<file path="src/design/hexd_pkg.sv">
package hexd_pkg;

   // widest prefix the block is built for; prefix_bytes carries at most four bytes
   localparam int MAX_PREFIX = 4;
   localparam int PREFIX_LIM = (MAX_PREFIX < 4) ? MAX_PREFIX : 4;

   // job queue between front and back
   localparam int QUEUE_DEPTH = 2;
   localparam int QPTR_W      = (QUEUE_DEPTH > 1) ? $clog2(QUEUE_DEPTH) : 1;
   localparam int QCNT_W      = $clog2(QUEUE_DEPTH + 1);

   // register indexes of the csr port
   localparam logic CSR_PREFIX_LENGTH = 1'b0;
   localparam logic CSR_PREFIX_BYTES  = 1'b1;

   typedef enum logic [1:0] {
      PH_MATCH,
      PH_HIGH,
      PH_LOW_OK,
      PH_LOW_BAD
   } phase_type;

   typedef struct packed {
      logic [2:0]  prefix_length;
      logic [31:0] prefix_bytes;
   } csr_type;

   // one job: flush_cnt held prefix bytes, then an optional tail result
   typedef struct packed {
      logic [1:0] flush_cnt;
      logic       has_tail;
      logic [7:0] tail_byte;
      logic       tail_err;
      logic       last;
   } job_type;

   function automatic logic [2:0] eff_len(logic [2:0] pl);
      logic [2:0] n;
      n = pl;
      if (n == 3'd0) n = 3'd1;
      if (n > 3'(PREFIX_LIM)) n = 3'(PREFIX_LIM);
      return n;
   endfunction

   function automatic logic [7:0] prefix_at(logic [31:0] bytes, logic [1:0] k);
      return bytes[{k, 3'b000} +: 8];
   endfunction

   // 0..15 for a hex digit, 16 otherwise
   function automatic logic [4:0] hex_val(logic [7:0] c);
      logic [4:0] v;
      if (c >= 8'h30 && c <= 8'h39) v = {1'b0, c[3:0]};
      else if ((c >= 8'h61 && c <= 8'h66) || (c >= 8'h41 && c <= 8'h46))
         v = {1'b0, c[3:0] + 4'd9};
      else v = 5'd16;
      return v;
   endfunction

endpackage

</file>
<file path="src/design/hexd_front.sv">
module hexd_front
   import hexd_pkg::*;
(
   input  logic       clock,
   input  logic       reset,
   input  logic       req_valid,
   output logic       req_stall,
   input  logic [7:0] req_in_byte,
   input  logic       req_in_last,
   input  csr_type    csr,
   input  logic       q_full,
   output logic       push,
   output job_type    push_job
);

   phase_type  phase_ff, phase_in;
   logic [1:0] match_count_ff, match_count_in;
   logic [3:0] high_ff, high_in;

   logic       accept;
   logic [2:0] len;
   logic [1:0] mc_cl;
   logic [2:0] mc_inc;
   logic       hit;
   logic       full_match;
   logic [4:0] hv;
   logic       hv_ok;

   assign req_stall  = q_full;
   assign accept     = req_valid & ~q_full;
   assign len        = eff_len(csr.prefix_length);
   // stale count after a length change
   assign mc_cl      = ({1'b0, match_count_ff} >= len) ? 2'(len - 3'd1) : match_count_ff;
   assign mc_inc     = {1'b0, mc_cl} + 3'd1;
   assign hit        = (req_in_byte == prefix_at(csr.prefix_bytes, mc_cl));
   assign full_match = (mc_inc == len);
   assign hv         = hex_val(req_in_byte);
   assign hv_ok      = ~hv[4];

   // next state
   always_comb begin
      phase_in       = phase_ff;
      match_count_in = match_count_ff;
      high_in        = high_ff;
      if (accept) begin
         case (phase_ff)
            PH_MATCH: begin
               if (hit && full_match) begin
                  match_count_in = 2'd0;
                  phase_in       = req_in_last ? PH_MATCH : PH_HIGH;
               end else if (hit && !req_in_last) begin
                  match_count_in = mc_inc[1:0];
               end else begin
                  match_count_in = 2'd0;
               end
            end
            PH_HIGH: begin
               if (req_in_last) begin
                  phase_in = PH_MATCH;
                  high_in  = 4'd0;
               end else begin
                  phase_in = hv_ok ? PH_LOW_OK : PH_LOW_BAD;
                  high_in  = hv[3:0];
               end
            end
            default: begin
               phase_in = PH_MATCH;
               high_in  = 4'd0;
            end
         endcase
      end
   end

   // job to the queue
   always_comb begin
      push          = 1'b0;
      push_job      = '0;
      push_job.last = req_in_last;
      if (accept) begin
         case (phase_ff)
            PH_MATCH: begin
               if (hit && full_match) begin
                  if (req_in_last) begin
                     push              = 1'b1;
                     push_job.has_tail = 1'b1;
                     push_job.tail_err = 1'b1;
                  end
               end else if (hit) begin
                  if (req_in_last) begin
                     push               = 1'b1;
                     push_job.flush_cnt = mc_inc[1:0];
                  end
               end else begin
                  push               = 1'b1;
                  push_job.flush_cnt = mc_cl;
                  push_job.has_tail  = 1'b1;
                  push_job.tail_byte = req_in_byte;
               end
            end
            PH_HIGH: begin
               if (req_in_last) begin
                  push              = 1'b1;
                  push_job.has_tail = 1'b1;
                  push_job.tail_err = 1'b1;
               end
            end
            PH_LOW_OK: begin
               push               = 1'b1;
               push_job.has_tail  = 1'b1;
               push_job.tail_byte = hv_ok ? {high_ff, hv[3:0]} : 8'd0;
               push_job.tail_err  = ~hv_ok;
            end
            default: begin
               push              = 1'b1;
               push_job.has_tail = 1'b1;
               push_job.tail_err = 1'b1;
            end
         endcase
      end
   end

   always_ff @(posedge clock) begin
      if (reset) begin
         phase_ff       <= PH_MATCH;
         match_count_ff <= 2'd0;
         high_ff        <= 4'd0;
      end else begin
         phase_ff       <= phase_in;
         match_count_ff <= match_count_in;
         high_ff        <= high_in;
      end
   end

   a_count_only_matching: assert property (@(posedge clock) disable iff (reset)
      phase_ff != PH_MATCH |-> match_count_ff == 2'd0)
      else $error("prefix count held outside prefix matching");

   a_nibble_clear: assert property (@(posedge clock) disable iff (reset)
      phase_ff == PH_MATCH |-> high_ff == 4'd0)
      else $error("high nibble not cleared");

endmodule

</file>
<file path="src/design/hexd_queue.sv">
module hexd_queue
   import hexd_pkg::*;
(
   input  logic    clock,
   input  logic    reset,
   input  logic    push,
   input  job_type push_job,
   output logic    full,
   input  logic    pop,
   output logic    head_valid,
   output job_type head_job
);

   job_type             entry_ff [QUEUE_DEPTH];
   logic [QPTR_W-1:0]   wptr_ff, wptr_in;
   logic [QPTR_W-1:0]   rptr_ff, rptr_in;
   logic [QCNT_W-1:0]   count_ff, count_in;

   assign full       = (count_ff == QCNT_W'(QUEUE_DEPTH));
   assign head_valid = (count_ff != '0);
   assign head_job   = entry_ff[rptr_ff];

   always_comb begin
      wptr_in  = wptr_ff;
      rptr_in  = rptr_ff;
      count_in = count_ff;
      if (push) wptr_in = (wptr_ff == QPTR_W'(QUEUE_DEPTH - 1)) ? '0 : wptr_ff + 1'b1;
      if (pop)  rptr_in = (rptr_ff == QPTR_W'(QUEUE_DEPTH - 1)) ? '0 : rptr_ff + 1'b1;
      if (push && !pop) count_in = count_ff + 1'b1;
      else if (pop && !push) count_in = count_ff - 1'b1;
   end

   always_ff @(posedge clock) begin
      if (reset) begin
         wptr_ff  <= '0;
         rptr_ff  <= '0;
         count_ff <= '0;
      end else begin
         wptr_ff  <= wptr_in;
         rptr_ff  <= rptr_in;
         count_ff <= count_in;
      end
   end

   always_ff @(posedge clock) begin
      if (push) entry_ff[wptr_ff] <= push_job;
   end

   a_no_overflow: assert property (@(posedge clock) disable iff (reset)
      !(push && full))
      else $error("job queue overflow");

   a_no_underflow: assert property (@(posedge clock) disable iff (reset)
      !(pop && !head_valid))
      else $error("job queue underflow");

endmodule

</file>
<file path="src/design/hexd_back.sv">
module hexd_back
   import hexd_pkg::*;
(
   input  logic        clock,
   input  logic        reset,
   input  logic [31:0] prefix_bytes,
   input  logic        head_valid,
   input  job_type     head_job,
   output logic        pop,
   output logic        rsp_valid,
   input  logic        rsp_stall,
   output logic [7:0]  rsp_out_byte,
   output logic        rsp_out_error,
   output logic        rsp_run_last,
   output logic        rsp_message_end
);

   logic [1:0] idx_ff, idx_in;
   logic       valid_ff, valid_in;
   logic [7:0] byte_ff, byte_in;
   logic       err_ff, err_in;
   logic       run_last_ff, run_last_in;
   logic       msg_end_ff, msg_end_in;

   logic       out_free;
   logic       emit;
   logic       in_tail;
   logic       final_res;

   assign out_free  = ~valid_ff | ~rsp_stall;
   assign emit      = head_valid & out_free;
   assign in_tail   = (idx_ff == head_job.flush_cnt);
   assign final_res = head_job.has_tail ? in_tail : (idx_ff == head_job.flush_cnt - 2'd1);
   assign pop       = emit & final_res;

   always_comb begin
      idx_in      = idx_ff;
      valid_in    = valid_ff & rsp_stall;
      byte_in     = byte_ff;
      err_in      = err_ff;
      run_last_in = run_last_ff;
      msg_end_in  = msg_end_ff;
      if (emit) begin
         idx_in      = final_res ? 2'd0 : idx_ff + 2'd1;
         valid_in    = 1'b1;
         byte_in     = in_tail ? head_job.tail_byte : prefix_at(prefix_bytes, idx_ff);
         err_in      = in_tail & head_job.tail_err;
         run_last_in = final_res;
         msg_end_in  = final_res & head_job.last;
      end
   end

   always_ff @(posedge clock) begin
      if (reset) begin
         idx_ff   <= 2'd0;
         valid_ff <= 1'b0;
      end else begin
         idx_ff   <= idx_in;
         valid_ff <= valid_in;
      end
   end

   always_ff @(posedge clock) begin
      byte_ff     <= byte_in;
      err_ff      <= err_in;
      run_last_ff <= run_last_in;
      msg_end_ff  <= msg_end_in;
   end

   assign rsp_valid       = valid_ff;
   assign rsp_out_byte    = byte_ff;
   assign rsp_out_error   = err_ff;
   assign rsp_run_last    = run_last_ff;
   assign rsp_message_end = msg_end_ff;

   a_end_is_run_last: assert property (@(posedge clock) disable iff (reset)
      valid_ff && msg_end_ff |-> run_last_ff)
      else $error("message end without run last");

   a_error_byte_zero: assert property (@(posedge clock) disable iff (reset)
      valid_ff && err_ff |-> byte_ff == 8'd0)
      else $error("error result carries data");

endmodule

</file>
<file path="src/design/hex_escape_decoder.sv">
// hex_escape_decoder: undoes prefixed hex escapes in a byte stream
//
// req channel: one message byte per transaction (req_in_byte, req_in_last marks the
// final byte). rsp channel: zero to four result transactions per input byte, each
// with rsp_out_byte, rsp_out_error, rsp_run_last (last result of that input byte)
// and rsp_message_end (last result of the message). csr port: index 0 is the
// prefix length, index 1 the packed prefix bytes; write only while idle.
// a result passes the job queue and then the result register on its way to rsp.
// throughput: one byte per cycle while rsp_stall is low and bytes give at most one
// result each; results of a byte that releases held prefix bytes pass the result
// register one at a time; the front keeps taking bytes until the two-entry queue fills.
// reset clears the matching state, empties the queue and the result register and
// loads prefix length 1 with prefix '%'.
// when rsp_stall is high the result register holds its transaction; the back end
// stops, the queue fills and then req_stall goes high.
module hex_escape_decoder
   import hexd_pkg::*;
(
   input  logic        clock,
   input  logic        reset,
   input  logic        req_valid,
   output logic        req_stall,
   input  logic [7:0]  req_in_byte,
   input  logic        req_in_last,
   output logic        rsp_valid,
   input  logic        rsp_stall,
   output logic [7:0]  rsp_out_byte,
   output logic        rsp_out_error,
   output logic        rsp_run_last,
   output logic        rsp_message_end,
   input  logic        csr_wr_en,
   input  logic        csr_index,
   input  logic [31:0] csr_wdata
);

   csr_type csr_ff, csr_in;

   // jobs between front and back
   logic    push;
   job_type push_job;
   logic    q_full;
   logic    pop;
   logic    head_valid;
   job_type head_job;

   // configuration registers
   always_comb begin
      csr_in = csr_ff;
      if (csr_wr_en) begin
         case (csr_index)
            CSR_PREFIX_LENGTH: csr_in.prefix_length = csr_wdata[2:0];
            CSR_PREFIX_BYTES:  csr_in.prefix_bytes  = csr_wdata;
            default:           csr_in = csr_ff;
         endcase
      end
   end

   always_ff @(posedge clock) begin
      if (reset) begin
         csr_ff.prefix_length <= 3'd1;
         csr_ff.prefix_bytes  <= 32'd37;
      end else begin
         csr_ff <= csr_in;
      end
   end

   // front: prefix matching and hex digit tracking, one byte per cycle while the job queue is not full
   hexd_front u_front (
      .clock       (clock),
      .reset       (reset),
      .req_valid   (req_valid),
      .req_stall   (req_stall),
      .req_in_byte (req_in_byte),
      .req_in_last (req_in_last),
      .csr         (csr_ff),
      .q_full      (q_full),
      .push        (push),
      .push_job    (push_job)
   );

   // short job queue decoupling the two sides
   hexd_queue u_queue (
      .clock      (clock),
      .reset      (reset),
      .push       (push),
      .push_job   (push_job),
      .full       (q_full),
      .pop        (pop),
      .head_valid (head_valid),
      .head_job   (head_job)
   );

   // back: expands each job into result transactions
   hexd_back u_back (
      .clock           (clock),
      .reset           (reset),
      .prefix_bytes    (csr_ff.prefix_bytes),
      .head_valid      (head_valid),
      .head_job        (head_job),
      .pop             (pop),
      .rsp_valid       (rsp_valid),
      .rsp_stall       (rsp_stall),
      .rsp_out_byte    (rsp_out_byte),
      .rsp_out_error   (rsp_out_error),
      .rsp_run_last    (rsp_run_last),
      .rsp_message_end (rsp_message_end)
   );

endmodule
</file>
<file path="config.mk">
export PLATFORM = sky130hd
export DESIGN_NAME = hex_escape_decoder
export DESIGN_NICKNAME = d
export VERILOG_FILES = /design/src/design/hexd_pkg.sv /design/src/design/hexd_front.sv /design/src/design/hexd_queue.sv /design/src/design/hexd_back.sv /design/src/design/hex_escape_decoder.sv
export SDC_FILE = /design/constraint.sdc
export NUM_CORES = 1
export LEC_CHECK = 0
export ABC_AREA = 0
export ABC_CLOCK_PERIOD_IN_PS = 5600
export BUFFER_PORTS_ARGS = -buffer_cell sky130_fd_sc_hd__buf_2
export CORE_AREA = 8 8 118 120
export CTS_CLUSTER_DIAMETER = 30
export DETAILED_ROUTE_END_ITERATION = 6
export DIE_AREA = 0 0 126 128
export PLACE_DENSITY_LB_ADDON = 0.12
export SYNTH_ARGS = -nofsm -noshare
export SYNTH_HDL_FRONTEND = slang
export SYNTH_SLANG_ARGS = --single-unit
</file>
<file path="constraint.sdc">
create_clock -name clock -period 5.6 [get_ports clock]
set_input_delay 1.12 -clock clock [delete_from_list [all_inputs] [get_ports clock]]
set_output_delay 1.12 -clock clock [all_outputs]
set_load 0.005 [all_outputs]
</file>
==> out/results.tsv <==
stage	metric	value	unit
floorplanning	io pins	60	
sta	final setup fails	0	
route	Via density	5.69	
layout	Layout fillers	1184	
power_and_ir_drop	Sw Ratio	0.326	
yosys	Synth top area share	0.230	
clock_network	clock slew seen by the registers of the worst setup and hold paths	70	ps
yosys	top_reg_cell synth	dfxtp_1	
power_and_ir_drop	Comb pwr share	0.259	
sta	final setup skew	10.1	ps
route	TritonRoute pass-1 iters	6	
yosys	average cell area after synthesis	9.09	um2
min_path	worst hold path type	flip-flop to flip-flop	
clock_network	CTS tree	built	
sta	final setup TNS	0	ps
floorplanning	die area	16100	um2
clock_network	clock sinks	88	
route	DRC	0	
floorplanning	num rows	41	
clock_network	Skew-Pair Late Insertion Delay	360	ps
yosys	Synth cell types	68	
worst_setup_path	required time worst endpoint	5880	ps
grt	GRT Overall Usage	0.171	
route	Routed WL per cell	18.4	um
worst_setup_path	Worst Setup End Kind	flip-flop	
yosys	Post-Syn Area	4820	um2
sta	Max Clk Rate	0.214	GHz
power_and_ir_drop	Sequential Power Share	0.439	
floorplanning	Die Ht	128	um
grt	total gr overflow	0	
route	DR vias	4150	
sta	Rel. slew slack	0.296	
worst_setup_path	startpoint types	flip-flop	
layout	most frequent cells in the layout	nand2_1, a21oi_1, buf_2	
placement	Final HPWL DP	10100	um
clock_network	H-tree depth	3	
grt	pin count of the biggest net entering global routing	51	
worst_setup_path	CP Cell Sequence	nand2b_4 > ha_1 > nand2b_1 > o211ai_1 > o21ai_2 > o2bb2ai_1 > a32o_1 > a2111oi_2 > nand3_1 > o21ai_0 > a21oi_1 > ha_1 > or3_1 > a21oi_1	
floorplanning	core area	12200	um2
job	max-cap violations	0	
sta	Final Cycle Share	0.834	
outcome	outcome	completed	
worst_setup_path	CP Buf/Inv Count	0	
power_and_ir_drop	pwr dens	374	nW/um2
route	number of routed nets with antenna violations	0	
grt	first-pass GRT wire length	21500	um
worst_setup_path	master of the slowest instance on the critical path	o211ai_1	
yosys	FF+latch count, synth	88	
clock_network	clock root buffer	clkbuf_16	
clock_network	Clock Tree Buf Depth	2	
yosys	Mapped Nets	586	
yosys	Synth Instances	531	
sta	Tmin final	4670	ps
power_and_ir_drop	Pleak	2.01	nW
route	1st-iter DRT viols	389	
yosys	post-synth top area cell	edfxtp_1	
layout	layout cell share with drive strength beyond 1	0.180	
yosys	ys async rst share	0	
placement	Post-Place Cells	713	
layout	Area Overhead vs Synth	14.5	%
layout	nets@finish	629	
power_and_ir_drop	Power Internal	0.00139	W
worst_setup_path	Crit path max-delay family	compound AO/OA/AOI/OAI gates	
yosys	number of synthesized flops with an enable pin	37	
layout	commonest non-fill, non-tap cell in the layout	nand2_1	
grt	initial antenna violation count	0	
sta	Fin. Hold Viols	0	
layout	Ant. Diodes	0	
yosys	sequential fraction of the synthesis area	0.442	
layout	fin cells	729	
placement	Final Wtd Congestion	0.859	
grt	vias in the first global route	3972	
route	WL final	13400	um
sta	Worst-Margin Slew	1050	ps
floorplanning	die width	126	um
sta	RSZ-0062 raised after global routing	false	
clock_network	TritonCTS Buffers	9	
power_and_ir_drop	Net Sw Power	0.000675	W
worst_setup_path	CP max stage delay	760	ps
worst_setup_path	Critical Path AT	4950	ps
placement	Port Buffers	59	
worst_setup_path	Worst Setup Path Type	flip-flop to flip-flop	
sta	fin. max-slew vios	0	
power_and_ir_drop	clock power share	0.302	
clock_network	CTS resizes	0	
yosys	yosys warns	0	
power_and_ir_drop	Max rail drop VDD	141	uV
clock_network	# hold bufs at CTS	0	
yosys	ranking of synthesized cells by area	edfxtp_1, dfxtp_1, nand2_1	
floorplanning	Starting Density	0.395	
clock_network	postcts setup bufs	0	
worst_setup_path	worst-path fanout max	11	
-- power groups by stage --
stage                     clock [W]  combinational (W)  sequential [W]
after CTS                  0.000639           0.000544        0.000911
after floorplan                   0           0.000389        0.000882
after global placement            0           0.000534        0.000922
after global routing       0.000665           0.000602        0.000925
after detailed placement          0           0.000542        0.000924
final                      0.000625           0.000535        0.000908
-- Yosys cell counts, drive strengths merged, types with 5 or more instances --
cell type,count
a2111oi,5
a21oi,62
a22oi,7
a31oi,5
buf,10
clkbuf,23
dfxtp,51
edfxtp,37
ha,8
inv,16
mux2i,20
mux4,8
nand2,91
nand2b,7
nand3,16
nor2,41
nor3,10
nor3b,6
nor4,7
o211ai,12
o21ai,19
xnor2,5
-- final cells by class --
type | count | area (um2) | area share
multi-input cells | 394 | 2500 | 0.452
flip-flops and latches | 88 | 2130 | 0.386
repair buffers | 65 | 340 | 0.0616
clock buffers | 9 | 225 | 0.0408
well taps | 150 | 188 | 0.0340
clock inverters | 7 | 78.8 | 0.0143
inverters | 16 | 60.1 | 0.0109
-- tightest hold or removal path: stages (launching register included) --
cell and delay, ps:
dfxtp_1 330, nand2_1 60, a21oi_1 50
-- path summary, 6_finish.rpt --
check                           startpoint             endpoint  slack [ps]  cells past startpoint
worst max-delay path            csr_ff[34]  u_queue.count_ff[1]         930                     14
worst min-delay path            csr_ff[17]           csr_ff[17]         490                      2
worst max register to register  csr_ff[34]  u_queue.count_ff[1]         930                     14
worst min register to register  csr_ff[17]           csr_ff[17]         490                      2
-- sequential cells by signal, summed over array words and instances, names as in the netlist, named ones only --
name	flops
u_queue.count_ff	2
u_back.rsp_message_end	1
u_queue.entry_ff	26
u_back.idx_ff	2
u_front.match_count_ff	2
u_back.rsp_valid	1
u_queue.wptr_ff	1
u_back.rsp_out_error	1
u_back.rsp_out_byte	8
u_front.high_ff	4
u_front.phase_ff	2
u_back.rsp_run_last	1
csr_ff	35
u_queue.rptr_ff	1
-- cell families after synthesis --
| family | after synthesis | synth area share |
|---|---|---|
| and+or+nand+nor | 200 | 0.197 |
| AOI/OAI and AO/OA | 148 | 0.202 |
| DFF | 88 | 0.442 |
| buffers and inverters | 49 | 0.0402 |
| muxes | 29 | 0.0812 |
| xor gates and xnor gates | 9 | 0.0163 |
| adders and majority gates | 8 | 0.0207 |
-- layer usage --
layer	track usage	wire length, um	share of wire
met5	0	0	0
met4	0.0630	208	0.016
met3	0.0441	793	0.059
met2	0.264	6090	0.45
met1	0.224	6310	0.47
-- metrics by stage --
stage / total power, W / setup slack, ps / cell area [um2] / util / hold slack (ps)
after floorplan: 0.00127 / 1380 / 4820 / - / 441
after global placement: 0.00146 / 1120 / 5220 / 0.427 / 473
after detailed placement: 0.00147 / 963 / 5220 / 0.427 / 478
after CTS: 0.00209 / 956 / 5520 / 0.452 / 488
after global routing: 0.00219 / 519 / 5520 / 0.452 / 522
final: 0.00207 / 929 / 5520 / 0.452 / 490
Power figures use the tool's default switching activity.
